[src/rtl/pol_pkg.sv]
// Shared types and constants for the priority-ordered identifier list.
// No dependencies; used by pol_ram users and priority_ordered_id_list.
package pol_pkg;

   localparam int DEFAULT_CAPACITY = 16;

   typedef enum logic {
      FUNC_REGISTER = 1'b0,
      FUNC_REMOVE   = 1'b1
   } func_type;

   typedef enum logic [1:0] {
      ST_INSERTED  = 2'd0,
      ST_REMOVED   = 2'd1,
      ST_NOT_FOUND = 2'd2,
      ST_FULL      = 2'd3
   } status_type;

   typedef struct packed {
      func_type           func;
      logic [31:0]        page_id;
      logic signed [31:0] priority_req;
   } req_type;

   typedef struct packed {
      status_type  status;
      logic [3:0]  position;
      logic [4:0]  entry_count;
   } rsp_type;

   // One stored list entry.
   typedef struct packed {
      logic [31:0]        id;
      logic signed [31:0] prio;
   } entry_type;

endpackage

[src/rtl/pol_ram.sv]
// Generic single-write, single-read synchronous RAM with registered read data.
// No dependencies.
module pol_ram #(
   parameter int WIDTH = 64,
   parameter int DEPTH = 16
) (
   input  logic                     clock,
   input  logic                     wr_en,
   input  logic [$clog2(DEPTH)-1:0] wr_addr,
   input  logic [WIDTH-1:0]         wr_data,
   input  logic                     rd_en,
   input  logic [$clog2(DEPTH)-1:0] rd_addr,
   output logic [WIDTH-1:0]         rd_data
);

   logic [WIDTH-1:0] mem [DEPTH];
   logic [WIDTH-1:0] rd_data_ff;

   always_ff @(posedge clock) begin
      if (wr_en) begin
         mem[wr_addr] <= wr_data;
      end
      if (rd_en) begin
         rd_data_ff <= mem[rd_addr];
      end
   end

   assign rd_data = rd_data_ff;

endmodule

[src/rtl/priority_ordered_id_list.sv]
// Top level: list of identifiers kept ascending by signed priority, held in pol_ram.
// Depends on pol_pkg (types, codes) and pol_ram (entry storage).
//
//   channel    | signals                    | handshake
//   -----------+----------------------------+-------------------------------
//   request    | start, busy, req_data      | taken when start & !busy
//   result     | rsp_valid, rsp_data        | one-cycle strobe, no backpressure
//
// On a full rewrite, busy spans a read-only scan for the identifier (ending early
// on a hit), a decision state, a rewrite pass (at most one RAM read and one RAM
// write per cycle) and a tail write. Full-list and not-found cases end after the
// decision state. The result strobe rises as busy falls.
// Reset empties the list; RAM contents need no clearing. Results cannot stall.
module priority_ordered_id_list #(
   parameter int CAPACITY = pol_pkg::DEFAULT_CAPACITY
) (
   input  logic             clock,
   input  logic             reset,
   input  logic             start,
   output logic             busy,
   input  pol_pkg::req_type req_data,
   output logic             rsp_valid,
   output pol_pkg::rsp_type rsp_data
);

   localparam int IW = $clog2(CAPACITY);
   localparam int CW = $clog2(CAPACITY + 1);
   localparam int EW = $bits(pol_pkg::entry_type);

   typedef enum logic [2:0] {
      S_IDLE,
      S_SEARCH,
      S_DECIDE,
      S_MERGE,
      S_TAIL
   } state_type;

   state_type          state_ff, state_in;
   pol_pkg::req_type   req_ff, req_in;
   logic [CW-1:0]      count_ff, count_in;
   logic [CW-1:0]      issue_ff, issue_in;
   logic               dv_ff, dv_in;
   logic [CW-1:0]      ridx_ff, ridx_in;
   logic               found_ff, found_in;
   logic [IW-1:0]      del_pos_ff, del_pos_in;
   logic               deleted_ff, deleted_in;
   logic               inserted_ff, inserted_in;
   logic [CW-1:0]      ins_pos_ff, ins_pos_in;
   logic [CW-1:0]      wr_ptr_ff, wr_ptr_in;
   logic               carry_vld_ff, carry_vld_in;
   pol_pkg::entry_type carry_ff, carry_in;
   logic               rsp_valid_ff, rsp_valid_in;
   pol_pkg::rsp_type   rsp_ff, rsp_in;

   logic               ram_wr_en;
   logic [IW-1:0]      ram_wr_addr;
   logic [EW-1:0]      ram_wr_data;
   logic               ram_rd_en;
   logic [IW-1:0]      ram_rd_addr;
   logic [EW-1:0]      ram_rd_data;

   pol_pkg::entry_type rd_entry;
   pol_pkg::entry_type new_entry;
   logic               issue_more;
   logic               is_remove;
   logic               is_del;
   logic [CW-1:0]      final_pos;
   logic [31:0]        pos_wide;
   logic [31:0]        cnt_wide;

   pol_ram #(
      .WIDTH(EW),
      .DEPTH(CAPACITY)
   ) u_entries (
      .clock  (clock),
      .wr_en  (ram_wr_en),
      .wr_addr(ram_wr_addr),
      .wr_data(ram_wr_data),
      .rd_en  (ram_rd_en),
      .rd_addr(ram_rd_addr),
      .rd_data(ram_rd_data)
   );

   assign rd_entry   = pol_pkg::entry_type'(ram_rd_data);
   assign new_entry  = '{id: req_ff.page_id, prio: req_ff.priority_req};
   assign issue_more = (issue_ff < count_ff);
   assign is_remove  = (req_ff.func == pol_pkg::FUNC_REMOVE);
   assign is_del     = dv_ff && found_ff && !deleted_ff && (ridx_ff[IW-1:0] == del_pos_ff);
   assign final_pos  = inserted_ff ? ins_pos_ff : wr_ptr_ff;

   always_comb begin
      state_in     = state_ff;
      req_in       = req_ff;
      count_in     = count_ff;
      issue_in     = issue_ff;
      dv_in        = 1'b0;
      ridx_in      = ridx_ff;
      found_in     = found_ff;
      del_pos_in   = del_pos_ff;
      deleted_in   = deleted_ff;
      inserted_in  = inserted_ff;
      ins_pos_in   = ins_pos_ff;
      wr_ptr_in    = wr_ptr_ff;
      carry_vld_in = carry_vld_ff;
      carry_in     = carry_ff;
      rsp_valid_in = 1'b0;
      rsp_in       = rsp_ff;
      ram_rd_en    = 1'b0;
      ram_rd_addr  = issue_ff[IW-1:0];
      ram_wr_en    = 1'b0;
      ram_wr_addr  = wr_ptr_ff[IW-1:0];
      ram_wr_data  = carry_ff;
      pos_wide     = '0;
      cnt_wide     = 32'(count_ff);

      unique case (state_ff)
         S_IDLE: begin
            if (start) begin
               req_in     = req_data;
               issue_in   = '0;
               found_in   = 1'b0;
               del_pos_in = '0;
               state_in   = S_SEARCH;
            end
         end

         S_SEARCH: begin
            if (dv_ff && (rd_entry.id == req_ff.page_id)) begin
               found_in   = 1'b1;
               del_pos_in = ridx_ff[IW-1:0];
               state_in   = S_DECIDE;
            end else if (!issue_more && !dv_ff) begin
               state_in = S_DECIDE;
            end else if (issue_more) begin
               ram_rd_en = 1'b1;
               dv_in     = 1'b1;
               ridx_in   = issue_ff;
               issue_in  = issue_ff + CW'(1);
            end
         end

         S_DECIDE: begin
            if (!found_ff && (is_remove || (count_ff == CW'(CAPACITY)))) begin
               rsp_in.status      = is_remove ? pol_pkg::ST_NOT_FOUND : pol_pkg::ST_FULL;
               rsp_in.position    = '0;
               rsp_in.entry_count = cnt_wide[4:0];
               rsp_valid_in       = 1'b1;
               state_in           = S_IDLE;
            end else begin
               issue_in     = '0;
               wr_ptr_in    = '0;
               carry_vld_in = 1'b0;
               inserted_in  = 1'b0;
               deleted_in   = 1'b0;
               ins_pos_in   = '0;
               state_in     = S_MERGE;
            end
         end

         S_MERGE: begin
            // Stream old entries back in place; writes never pass the read point.
            if (issue_more) begin
               ram_rd_en = 1'b1;
               dv_in     = 1'b1;
               ridx_in   = issue_ff;
               issue_in  = issue_ff + CW'(1);
            end
            if (is_del) begin
               deleted_in = 1'b1;
               if (carry_vld_ff) begin
                  ram_wr_en    = 1'b1;
                  ram_wr_data  = carry_ff;
                  wr_ptr_in    = wr_ptr_ff + CW'(1);
                  carry_vld_in = 1'b0;
               end
            end else if (dv_ff) begin
               if (!is_remove && !inserted_ff && (req_ff.priority_req < rd_entry.prio)) begin
                  inserted_in  = 1'b1;
                  ins_pos_in   = wr_ptr_ff;
                  ram_wr_en    = 1'b1;
                  ram_wr_data  = new_entry;
                  carry_in     = rd_entry;
                  carry_vld_in = 1'b1;
               end else if (carry_vld_ff) begin
                  ram_wr_en   = 1'b1;
                  ram_wr_data = carry_ff;
                  carry_in    = rd_entry;
               end else begin
                  ram_wr_en   = 1'b1;
                  ram_wr_data = rd_entry;
               end
               wr_ptr_in = wr_ptr_ff + CW'(1);
            end
            if (!issue_more && !dv_ff) begin
               state_in = S_TAIL;
            end
         end

         S_TAIL: begin
            if (carry_vld_ff) begin
               ram_wr_en   = 1'b1;
               ram_wr_data = carry_ff;
            end else if (!is_remove && !inserted_ff) begin
               ram_wr_en   = 1'b1;
               ram_wr_data = new_entry;
            end
            carry_vld_in = 1'b0;
            if (is_remove) begin
               count_in      = count_ff - CW'(1);
               pos_wide      = 32'(del_pos_ff);
               rsp_in.status = pol_pkg::ST_REMOVED;
            end else begin
               count_in      = count_ff + CW'(1) - CW'(found_ff);
               pos_wide      = 32'(final_pos);
               rsp_in.status = pol_pkg::ST_INSERTED;
            end
            cnt_wide           = 32'(count_in);
            rsp_in.position    = pos_wide[3:0];
            rsp_in.entry_count = cnt_wide[4:0];
            rsp_valid_in       = 1'b1;
            state_in           = S_IDLE;
         end

         default: begin
            state_in = S_IDLE;
         end
      endcase
   end

   always_ff @(posedge clock) begin
      if (reset) begin
         state_ff     <= S_IDLE;
         count_ff     <= '0;
         dv_ff        <= 1'b0;
         carry_vld_ff <= 1'b0;
         inserted_ff  <= 1'b0;
         deleted_ff   <= 1'b0;
         found_ff     <= 1'b0;
         rsp_valid_ff <= 1'b0;
      end else begin
         state_ff     <= state_in;
         count_ff     <= count_in;
         dv_ff        <= dv_in;
         carry_vld_ff <= carry_vld_in;
         inserted_ff  <= inserted_in;
         deleted_ff   <= deleted_in;
         found_ff     <= found_in;
         rsp_valid_ff <= rsp_valid_in;
      end
      req_ff     <= req_in;
      issue_ff   <= issue_in;
      ridx_ff    <= ridx_in;
      del_pos_ff <= del_pos_in;
      ins_pos_ff <= ins_pos_in;
      wr_ptr_ff  <= wr_ptr_in;
      carry_ff   <= carry_in;
      rsp_ff     <= rsp_in;
   end

   assign busy      = (state_ff != S_IDLE);
   assign rsp_valid = rsp_valid_ff;
   assign rsp_data  = rsp_ff;

`ifndef ASSERT_OFF
   a_count_bound: assert property (@(posedge clock) disable iff (reset)
      count_ff <= CW'(CAPACITY))
      else $error("entry count above capacity");

   a_no_rw_clash: assert property (@(posedge clock) disable iff (reset)
      (ram_wr_en && ram_rd_en) |-> (ram_wr_addr != ram_rd_addr))
      else $error("write hits the entry being read");

   a_carry_after_insert: assert property (@(posedge clock) disable iff (reset)
      carry_vld_ff |-> inserted_ff)
      else $error("carry held without an insertion");

   a_rsp_ends_request: assert property (@(posedge clock) disable iff (reset)
      rsp_valid_ff |-> (!busy && $past(busy)))
      else $error("result strobe outside the end of a request");

   a_start_takes: assert property (@(posedge clock) disable iff (reset)
      (start && !busy) |=> busy)
      else $error("accepted request did not raise busy");
`endif

endmodule

[config.mk]
export PLATFORM = sky130hd
export DESIGN_NAME = priority_ordered_id_list
export DESIGN_NICKNAME = d
export VERILOG_FILES = /design/src/rtl/pol_pkg.sv /design/src/rtl/pol_ram.sv /design/src/rtl/priority_ordered_id_list.sv
export SDC_FILE = /design/constraint.sdc
export NUM_CORES = 1
export LEC_CHECK = 0
export BUFFER_PORTS_ARGS = -buffer_cell sky130_fd_sc_hd__buf_2
export CAP_MARGIN = 15
export CORE_MARGIN = 8
export CORE_UTILIZATION = 55
export DETAILED_ROUTE_END_ITERATION = 8
export GPL_ROUTABILITY_DRIVEN = 0
export PLACE_DENSITY_LB_ADDON = 0.25
export SLEW_MARGIN = 25
export SYNTH_ARGS = -nofsm -noshare
export SYNTH_HDL_FRONTEND = slang
export SYNTH_SLANG_ARGS = --single-unit
[constraint.sdc]
create_clock -name clock -period 9.4 [get_ports clock]
set_input_delay 1.88 -clock clock [delete_from_list [all_inputs] [get_ports clock]]
set_output_delay 1.88 -clock clock [all_outputs]
set_load 0.01 [all_outputs]
# Yosys cells after proc, flatten, opt, wreduce, memory -nomap -nowiden
# Memories as Yosys holds them, arrays and structs flattened. A register that Yosys moved wholly into a read port is not among the register bits.
# Cells that the tools add are included.
[totals]
ff_bits = 177
ram_bits = 1024
in_bits = 68
out_inout_bits = 13
elab_cells = 156
mem_count = 1
[classes]
addsub = 5
n_lt_le_gt_ge = 2
n_eq_ne = 22
n_mux = 69
n_bitwise = 1
reduce_logical = 35
[memory_table]
columns = ["memory", "words", "word_bits", "read_ports", "rd_clocked_by_memory_dff", "wr", "line", "source"]
rows = [
  ["u_entries.mem", 16, 64, 1, 1, 1, "pol_ram.sv:16", "logic [WIDTH-1:0] mem [DEPTH];"],
]
[op_table]
columns = ["op", "n"]
rows = [
  ["two-way mux 64 bit", 8],
  ["case mux 64 bit (2 select lines)", 1],
  ["two-way mux 5 bit", 12],
  ["== test 32 bit", 1],
  ["less-than comparator 32 bit", 1],
  ["two-way mux 4 bit", 7],
  ["inequality test 2 bit, second input constant", 11],
  ["case mux 11 bit (2 select lines)", 1],
  ["two-way mux 1 bit", 21],
  ["case mux 5 bit (2 select lines)", 2],
  ["case mux 5 bit (4 select lines)", 1],
  ["case mux 4 bit (2 select lines)", 2],
  ["adder 5 x 1 -> 5 bit, second input constant", 3],
  ["two-way mux 3 bit", 4],
  ["inequality test 3 bit, second input constant", 4],
  ["case mux 1 bit (2 select lines)", 6],
  ["case mux 3 bit (4 select lines)", 1],
  ["AND reduction 3 bit", 4],
  ["AND reduction 4 bit", 3],
  ["two-way mux 11 bit", 1],
  ["AND reduction 5 bit", 2],
  ["nonzero test 2 bit", 5],
  ["logical AND 1 bit", 8],
  ["== test 3 x 2 -> 1 bit, second input constant", 2],
  ["other kinds (16)", 23],
]

# Depth between registers and ports, before layout
# Gate-level depths: netlist of run 1.
[depth]
depth_word = 7
ltp_mapped = 12
ltp_nobuf = 10

# Hierarchy
# Synthesis of run 1 repeated with hierarchy kept, for this count alone.
[hier_totals]
cells_unflattened = 2405
hier_area_um2 = 49052.0
[modules_own_cells]
columns = ["mod", "n_inst", "cells_each", "area_per_inst_um2"]
rows = [
  ["pol_ram", 1, 1647, 40222.3],
  ["priority_ordered_id_list", 1, 758, 8829.7],
]

# Least setup slack after synthesis of run 1
# OpenSTA, ideal clock, no wires.
[synth_path]
path_type = "reg-to-reg"
from = "reg state_ff[0]"
to = "mem u_entries.mem[0][0], enable pin"
arrival_time_ns = 6.156
required_time_ns = 8.835
path_slack_ns = 2.679
path_stages_with_launch = 11
path_buffers = 2
cell_sequence = "dfxtp_1 buf_2 nor2b_1 and2_1 nand2_1 nor2_2 buf_2 a21oi_1 o21ai_0 nand2_1 nor3_1"
[synth_between]
elab_chain_len = 4
[synth_rtl]
columns = ["item", "line", "source"]
rows = [
  ["from (decl)", "priority_ordered_id_list.sv:38", "state_type state_ff, state_in;"],
  ["from (signal assigned)", "priority_ordered_id_list.sv:241", "state_ff <= state_in;"],
  ["== test 3 bit / == test 3 x 2 -> 1 bit (equally long branches)", "priority_ordered_id_list.sv:116", "unique case (state_ff)"],
  ["case mux 1 bit (2 select lines) *", "priority_ordered_id_list.sv:116", ""],
  ["two-way mux 1 bit *", "pol_ram.sv:20", "if (wr_en) begin"],
  ["two-way mux 1 bit (implied by the code) *", "pol_ram.sv:21", "mem[wr_addr] <= wr_data;"],
  ["to (decl)", "pol_ram.sv:16", ""],
]
# Every way passes the cells marked *; elsewhere a longest branch is shown, timed or not.

# Worst setup path after layout of run 1
[layout_path]
from = "reg state_ff[0]"
to = "mem u_entries.mem[1][21], enable pin"
# Same word-level chain as after synthesis.

==> results by group, run 1 <==
Worst hold path
  – Worst Hold Class: flip-flop to flip-flop

CTS
  – Total CTS buffers: 120
  – CTS clk-pin slew, worst paths: around 0.06 ns
  – Clk sink count: about 1300
  – Post-CTS Resized: 0
  – CTS tree: done
  – Max H-tree Level: 3
  – Clock root cell: clkbuf_16
  – # hold bufs at CTS: 0
  – Skew-Pair Late Insertion Delay: roughly 0.7 ns
  – Post-CTS setup repair buffer count: 0
  – CTS max path bufs: 3

Final layout
  – Multi-input logic area: approximately 0.011 mm^2
  – Final non-filler cell total: about 3800
  – Nets: 2604
  – Fill count: 6015
  – Layout cells sized above 1: 0.278
  – Cell area after layout: between 0.05 and 0.06 mm^2
  – Synth-to-layout area growth: 12.4%
  – Antenna cells: 0
  – Sequential cell area: 0.0378 mm^2

Detailed routing
  – DRC errors left: 0
  – Antenna viol nets, final: 0
  – Number of DRC violations after detailed-routing iteration 0: 3176
  – Drt pass-1 iters: 6
  – Vias: about 24000
  – Final wirelength: around 120000 um
  – Vias/cell: between 6 and 7
  – DR WL/cell: around 30 um

Logic synthesis
  – Post-Syn Area per Cell: 21.2 um^2
  – Most used DFF post-synth: edfxtp_1
  – Seq cells post-synth: between 1000 and 1500
  – Synth warnings: 0
  – Synthesized area: a little under 0.05 mm^2
  – Synthesized netlist net count: 2452
  – Netlist cell types: 52
  – Synthesized instance count: 2337
  – Post-synth ARST share: 0
  – Sequential fraction of the synthesis area: 0.763
  – Post-synth EDFFs: 1249

Placed design
  – Post-Place Worst Slack: approximately 4.5 ns
  – Placed instance count: 3542
  – # port buffers: 80
  – Cell Area, Placed: approximately 0.052 mm^2
  – DP HPWL: roughly 63000 um

Floorplanning
  – Die Area: 0.0999 mm^2
  – CORE AREA: between 0.08 and 0.09 mm^2
  – Die Span Y: between 300 and 400 um
  – Top Ports: 81
  – Initial Util: 0.553
  – Rows: 110
  – Chip width: 316 um

STA
  – Setup TNS: 0 ns
  – Highest Clock Rate: between 150 and 200 MHz
  – Worst-Margin Slew: approximately 1.1 ns
  – Final setup margin: approximately 4.4 ns
  – Worst-case clock skew: approximately 0.022 ns
  – Hold Vio Cnt, Final: 0
  – Relative slew slack: 0.274
  – Tmin final: between 5 and 6 ns
  – Slew Limit Fails: 0
  – # setup viols final: 0
  – Crit share post-route: 0.533
  – RSZ-0062 raised after global routing: no

Global route
  – Global-route wire length before repair: roughly 170000 um
  – Largest net degree at the start of global routing: between 100 and 150
  – GRT Residual Overflow: 0
  – Initial antenna violation count: 2
  – Vias in the first global route: between 20000 and 25000
  – GRT Total Usage: 0.231

Power
  – VDD IR-drop max: roughly 0.00024 V
  – PwrDens: roughly 260 mW/mm^2
  – Lkg Pwr: 17.8 nW

Flow run
  – Total of max-cap violations: 0

Worst setup path
  – Critical-path cell with the highest stage delay: nor3_2
  – Worst Path Arrival: ~5.3 ns
  – Slowest stage delay, CP: 0.74 ns
  – Worst-path cell chain: nor2b_1 > and2_1 > nand2_1 > nor2_4 > buf_4 > a21oi_1 > o21ai_0 > nand2_1 > nor3_2 > buf_4 > buf_4
  – Cell family with most CP delay: simple AND/OR/NAND/NOR gates
  – Crit Path Category: flip-flop to flip-flop
  – CP most frequent cell: buf_4
  – CP Max Fanout: 37
  – Critical path startpoint category: flip-flop
  – CP bufs+invs: 3
  – Critical path endpoint category: flip-flop
  – Critical Path RT: ~9.7 ns

Run status
  – Outcome: complete, no violations
## cell type report
class                      instances  area share
inverter                          77     0.00522
clock buffer                     142      0.0564
sequential                      1263       0.679
tap                             1176      0.0264
timing repair buffer             149      0.0178
clock inverter                    85      0.0141
multi-input combinational        878       0.201
## final timing paths
| kind | slack [ns] | startpoint | to | depth (start not counted) |
|---|---|---|---|---|
| max reg2reg | 4.39 | state_ff[0] | u_entries.mem[1][21] | 11 |
| max | 4.39 | state_ff[0] | u_entries.mem[1][21] | 11 |
| min reg2reg | 0.45 | u_entries.rd_data[26] | carry_ff[26] | 0 |
| min | 0.45 | u_entries.rd_data[26] | carry_ff[26] | 0 |
## layer usage
metal | share of wire | vias up | track usage
met2 | 0.49 | 1278 | 0.378
li1 | - | 10000 | -
met5 | 0 | - | 0
met3 | 0.085 | 162 | 0.0349
met4 | 0.018 | 0 | 0.0555
met1 | 0.41 | 13000 | 0.333
## report_power, final
group | internal (mW) | total (mW) | switching (mW)
clock network | 2.72 | 4.78 | 2.06
registers | 6.42 | 6.55 | 0.131
logic | 1.46 | 2.93 | 1.47
total | 10.6 | 14.3 | 3.66
## logic make-up (layout without fill, tap and decap cells)
kind of cell,after synthesis,count (layout),synth area share
flops,1263,1263,0.763
mux,344,344,0.150
simple gates,270,270,0.0275
buf+inv,196,453,0.0156
compound gates,171,171,0.0232
fa+ha+maj,47,47,0.0119
xor+xnor,46,46,0.00814
## through the flow
step	utilization	power, mW	hold WS, ns
after floorplan	-	8.84	0.426
after global placement	0.576	9.57	0.431
after detailed placement	0.577	9.62	0.438
after CTS	0.620	14.4	0.447
after global routing	0.621	14.7	0.458
final	0.621	14.3	0.453
## sequential cells by signal, indices dropped and copies added, names as in the netlist
| signal | count |
|---|---|
| u_entries.mem | 1024 |
| count_ff | 5 |
| dv_ff | 1 |
| inserted_ff | 1 |
| ins_pos_ff | 4 |
| carry_vld_ff | 1 |
| issue_ff | 5 |
| wr_ptr_ff | 4 |
| u_entries.rd_data | 64 |
| rsp_valid | 1 |
| rsp_data | 11 |
| del_pos_ff | 4 |
| found_ff | 1 |
| deleted_ff | 1 |
| state_ff | 3 |
| ridx_ff | 4 |
| is_remove | 1 |
| carry_ff | 64 |
| new_entry | 64 |
## synthesized netlist by cell type (all sizes together), types with 9 or more instances
library cell  count  area share
a221oi           37      0.0078
xnor2             9      0.0016
buf              37      0.0036
ha               47       0.012
inv              77      0.0058
nor4              9      0.0011
mux2i            23      0.0046
mux4            320        0.15
nand3            39      0.0040
xor2             37      0.0065
nor3             13      0.0014
nor2             49      0.0038
clkbuf           82      0.0062
nand2            62      0.0047
or2              14      0.0018
a21oi            64      0.0065
nor2b            24      0.0030
dfxtp            14      0.0057
edfxtp         1249        0.76
nand4            37      0.0047
o21ai            41      0.0041
## cells in the final DEF (no fill, tap or decap), drive strengths merged, types with 2 or more instances in the layout
master | Yosys | routed
a31oi | 5 | 5
nand2 | 62 | 62
clkinv | 0 | 63
and2 | 7 | 7
nor3 | 13 | 13
nand4 | 37 | 37
or2 | 14 | 14
inv | 77 | 82
clkdlybuf4s18 | 0 | 2
nand2b | 7 | 7
buf | 37 | 145
a22oi | 2 | 2
a32oi | 2 | 2
ha | 47 | 47
nor2 | 49 | 49
o221ai | 2 | 2
o21a | 4 | 4
nor4 | 9 | 9
nor2b | 24 | 24
and3 | 5 | 5
o211a | 2 | 2
clkinvlp | 0 | 5
a21oi | 64 | 64
mux2i | 23 | 23
o21ai | 41 | 41
a21o | 4 | 4
a221oi | 37 | 37
xor2 | 37 | 37
nand3 | 39 | 39
bufinv | 0 | 12
dfxtp | 14 | 14
clkbuf | 82 | 143
or3 | 2 | 2
mux4 | 320 | 320
a211oi | 2 | 2
xnor2 | 9 | 9
edfxtp | 1249 | 1249
Note: power is estimated with default switching activity, not from simulation.
==> inputs of run 2 (changes only) <==
- clock period: 9.4 -> 4.5 ns (I/O delays scaled with it)
==> run 2 against run 1 <==
- sequential share of layout area fell by 0.59 points
- die area unchanged
- sequential cell count unchanged
- non-clock buffer count rose by 23
- count of clock-buffer cells in the layout grew 1
- setup slack worse by 4.1 ns
- register-to-register slack worse by 4.1 ns
- wire length rose by 1.7%
- critical path type unchanged
- final cell count rose by 0.27%
- critical endpoint is now u_entries.mem[12][63]
- maximum frequency is 20% higher
- via count rose by 0.75%
- critical path depth unchanged
==> results by group, run 2 (synthesized netlist as in run 1, its figures left out) <==
Worst setup path
  – Critical-path cell with the highest stage delay: a21oi_1
  – Cell family with most CP delay: compound AO/OA/AOI/OAI gates
  – Critical Path RT: 4.84 ns (-4.87 ns)
  – Worst-path cell chain: inv_1 > ha_1 > nand4_1 > or4_1 > o32a_1 > a21oi_2 > o21ai_1 > nand3_2 > buf_4 > mux2i_1 > a21oi_1
  – CP bufs+invs: 2 (-1)
  – CP Max Fanout: 26 (-30%)
  – Worst Path Arrival: 4.51 ns (-0.81 ns)
  – Slowest stage delay, CP: 0.84 ns (+0.10 ns)
  – Critical path startpoint category: flip-flop
  – Critical path endpoint category: flip-flop
  – Crit Path Category: flip-flop to flip-flop

Run status
  – Outcome: complete, no violations

Power
  – Design Power: 30.0 mW (+110%)
  – PwrDens: 534 mW/mm^2 (+110%)
  – Lkg Pwr: 18.0 nW (+1.1%)
  – VDD IR-drop max: 0.000501 V (+110%)

CTS
  – Skew-Pair Late Insertion Delay: 0.71 ns (about the same)
  – Post-CTS setup repair buffer count: 0 (unchanged)
  – CTS tree: done
  – Total CTS buffers: 119 (-0.83%)
  – CTS clk-pin slew, worst paths: 0.07 ns (about the same)
  – Clk sink count: 1263 (unchanged)
  – Clock root cell: clkbuf_16
  – Post-CTS Resized: 0 (unchanged)
  – CTS max path bufs: 3 (unchanged)
  – Max H-tree Level: 3 (unchanged)
  – # hold bufs at CTS: 0 (unchanged)

Detailed routing
  – Vias: 24600 (+0.75%)
  – Number of DRC violations after detailed-routing iteration 0: 3009 (-5.3%)
  – DRC errors left: 0 (unchanged)
  – Final wirelength: 117000 um (+1.7%)
  – DR WL/cell: 31.0 um (+1.4%)
  – Antenna viol nets, final: 0 (unchanged)
  – Vias/cell: 6.51 (+0.48%)
  – Drt pass-1 iters: 6 (unchanged)

STA
  – Slew Limit Fails: 0 (unchanged)
  – Crit share post-route: 0.927 (+0.394)
  – Hold Vio Cnt, Final: 0 (unchanged)
  – Worst-Margin Slew: 1.14 ns (+0.0501 ns)
  – Tmin final: 4.17 ns (-0.837 ns)
  – Worst-case clock skew: 0.0284 ns (+0.00653 ns)
  – Highest Clock Rate: 240 MHz (+20%)
  – RSZ-0062 raised after global routing: no
  – # setup viols final: 0 (unchanged)
  – Relative slew slack: 0.242 (-0.0316)
  – Hold WS: 0.366 ns (-0.0867 ns)

Placed design
  – Cell Area, Placed: 0.0521 mm^2 (+0.89%)
  – DP HPWL: 62400 um (-0.28%)
  – # port buffers: 80 (unchanged)

Final layout
  – Max reg flops: 1024 (unchanged)
  – Commonest non-fill, non-tap cell in the layout: edfxtp_1
  – Cell area after layout: 0.0561 mm^2 (+0.87%)
  – Layout cells sized above 1: 0.278 (-0.000299)
  – Most frequent cells in the layout: 1249 x edfxtp_1, 320 x mux4_2, 121 x clkbuf_16
  – Nets: 2626 (+0.84%)
  – Largest Register: u_entries.mem
  – Post-layout util: 0.626 (+0.00542)
  – Antenna cells: 0 (unchanged)
  – Synth-to-layout area growth: 13.4%

Global route
  – Largest net degree at the start of global routing: 153 (+6.3%)
  – Grt met2 use: 0.372 (-0.00514)
  – GRT busiest layer: met2
  – Vias in the first global route: 25000 (+1.6%)
  – Met3 Track Usage GR: 0.0496 (+0.0147)
  – GRT Residual Overflow: 0 (unchanged)
  – Met1 usage: 0.333 (-0.000740)
  – Initial antenna violation count: 5 (+3)
  – Global-route wire length before repair: 170000 um (+0.89%)
  – GRT Total Usage: 0.235 (+0.00407)

Floorplanning
  – CORE AREA: 0.0896 mm^2 (unchanged)
  – Chip width: 316 um (unchanged)
  – Die Span Y: 316 um (unchanged)
  – Rows: 110 (unchanged)
  – Top Ports: 81 (unchanged)
  – Initial Util: 0.553 (unchanged)
  – Die Area: 0.0999 mm^2 (unchanged)

Worst hold path
  – Worst Hold Class: input pin to flip-flop

Flow run
  – Total of max-cap violations: 0 (unchanged)
[run 2: area by class of cell]
cell class | count | area (um^2)
Sequential cell | 1263 | 37800
Fill cell | 5896 | 33500
Multi-Input combinational cell | 878 | 11200
Clock buffer | 143 | 3110
Tap cell | 1176 | 1470
Timing Repair Buffer | 172 | 1440
Clock inverter | 71 | 843
Inverter | 77 | 290
[run 2: power by group]
part,switching (mW),total [mW],internal [mW]
sequential,0.274,13.7,13.4
clock,4.20,10.1,5.94
combinational,3.08,6.18,3.09
total,7.56,30.0,22.4
[run 2: layer usage]
metal	vias to the layer above	part of all wire
met4	2	0.028
li1	10000	-
met2	1338	0.48
met3	219	0.097
met5	-	0.00011
met1	13000	0.40
[run 2: path summary, 6_finish.rpt]
check / to / start / slack (ns) / cells after the start
worst max register to register: u_entries.mem[12][63] / u_entries.rd_data[11] / 0.33 / 11
worst max-delay path: u_entries.mem[12][63] / u_entries.rd_data[11] / 0.33 / 11
worst min-delay path: new_entry[44] / req_data[44] / 0.37 / 1
worst min register to register: carry_ff[8] / u_entries.rd_data[8] / 0.45 / 0
[run 2: through the flow]
step	setup TNS, ns	setup WS (ns)	std cells
2_1_floorplan	-389.55	-0.506	2337
3_3_place_gp	0	0.545	3565
3_5_place_dp	0	0.389	3565
4_1_cts	0	0.347	3779
5_1_grt	0	0.126	3780
6_report	0	0.328	3780
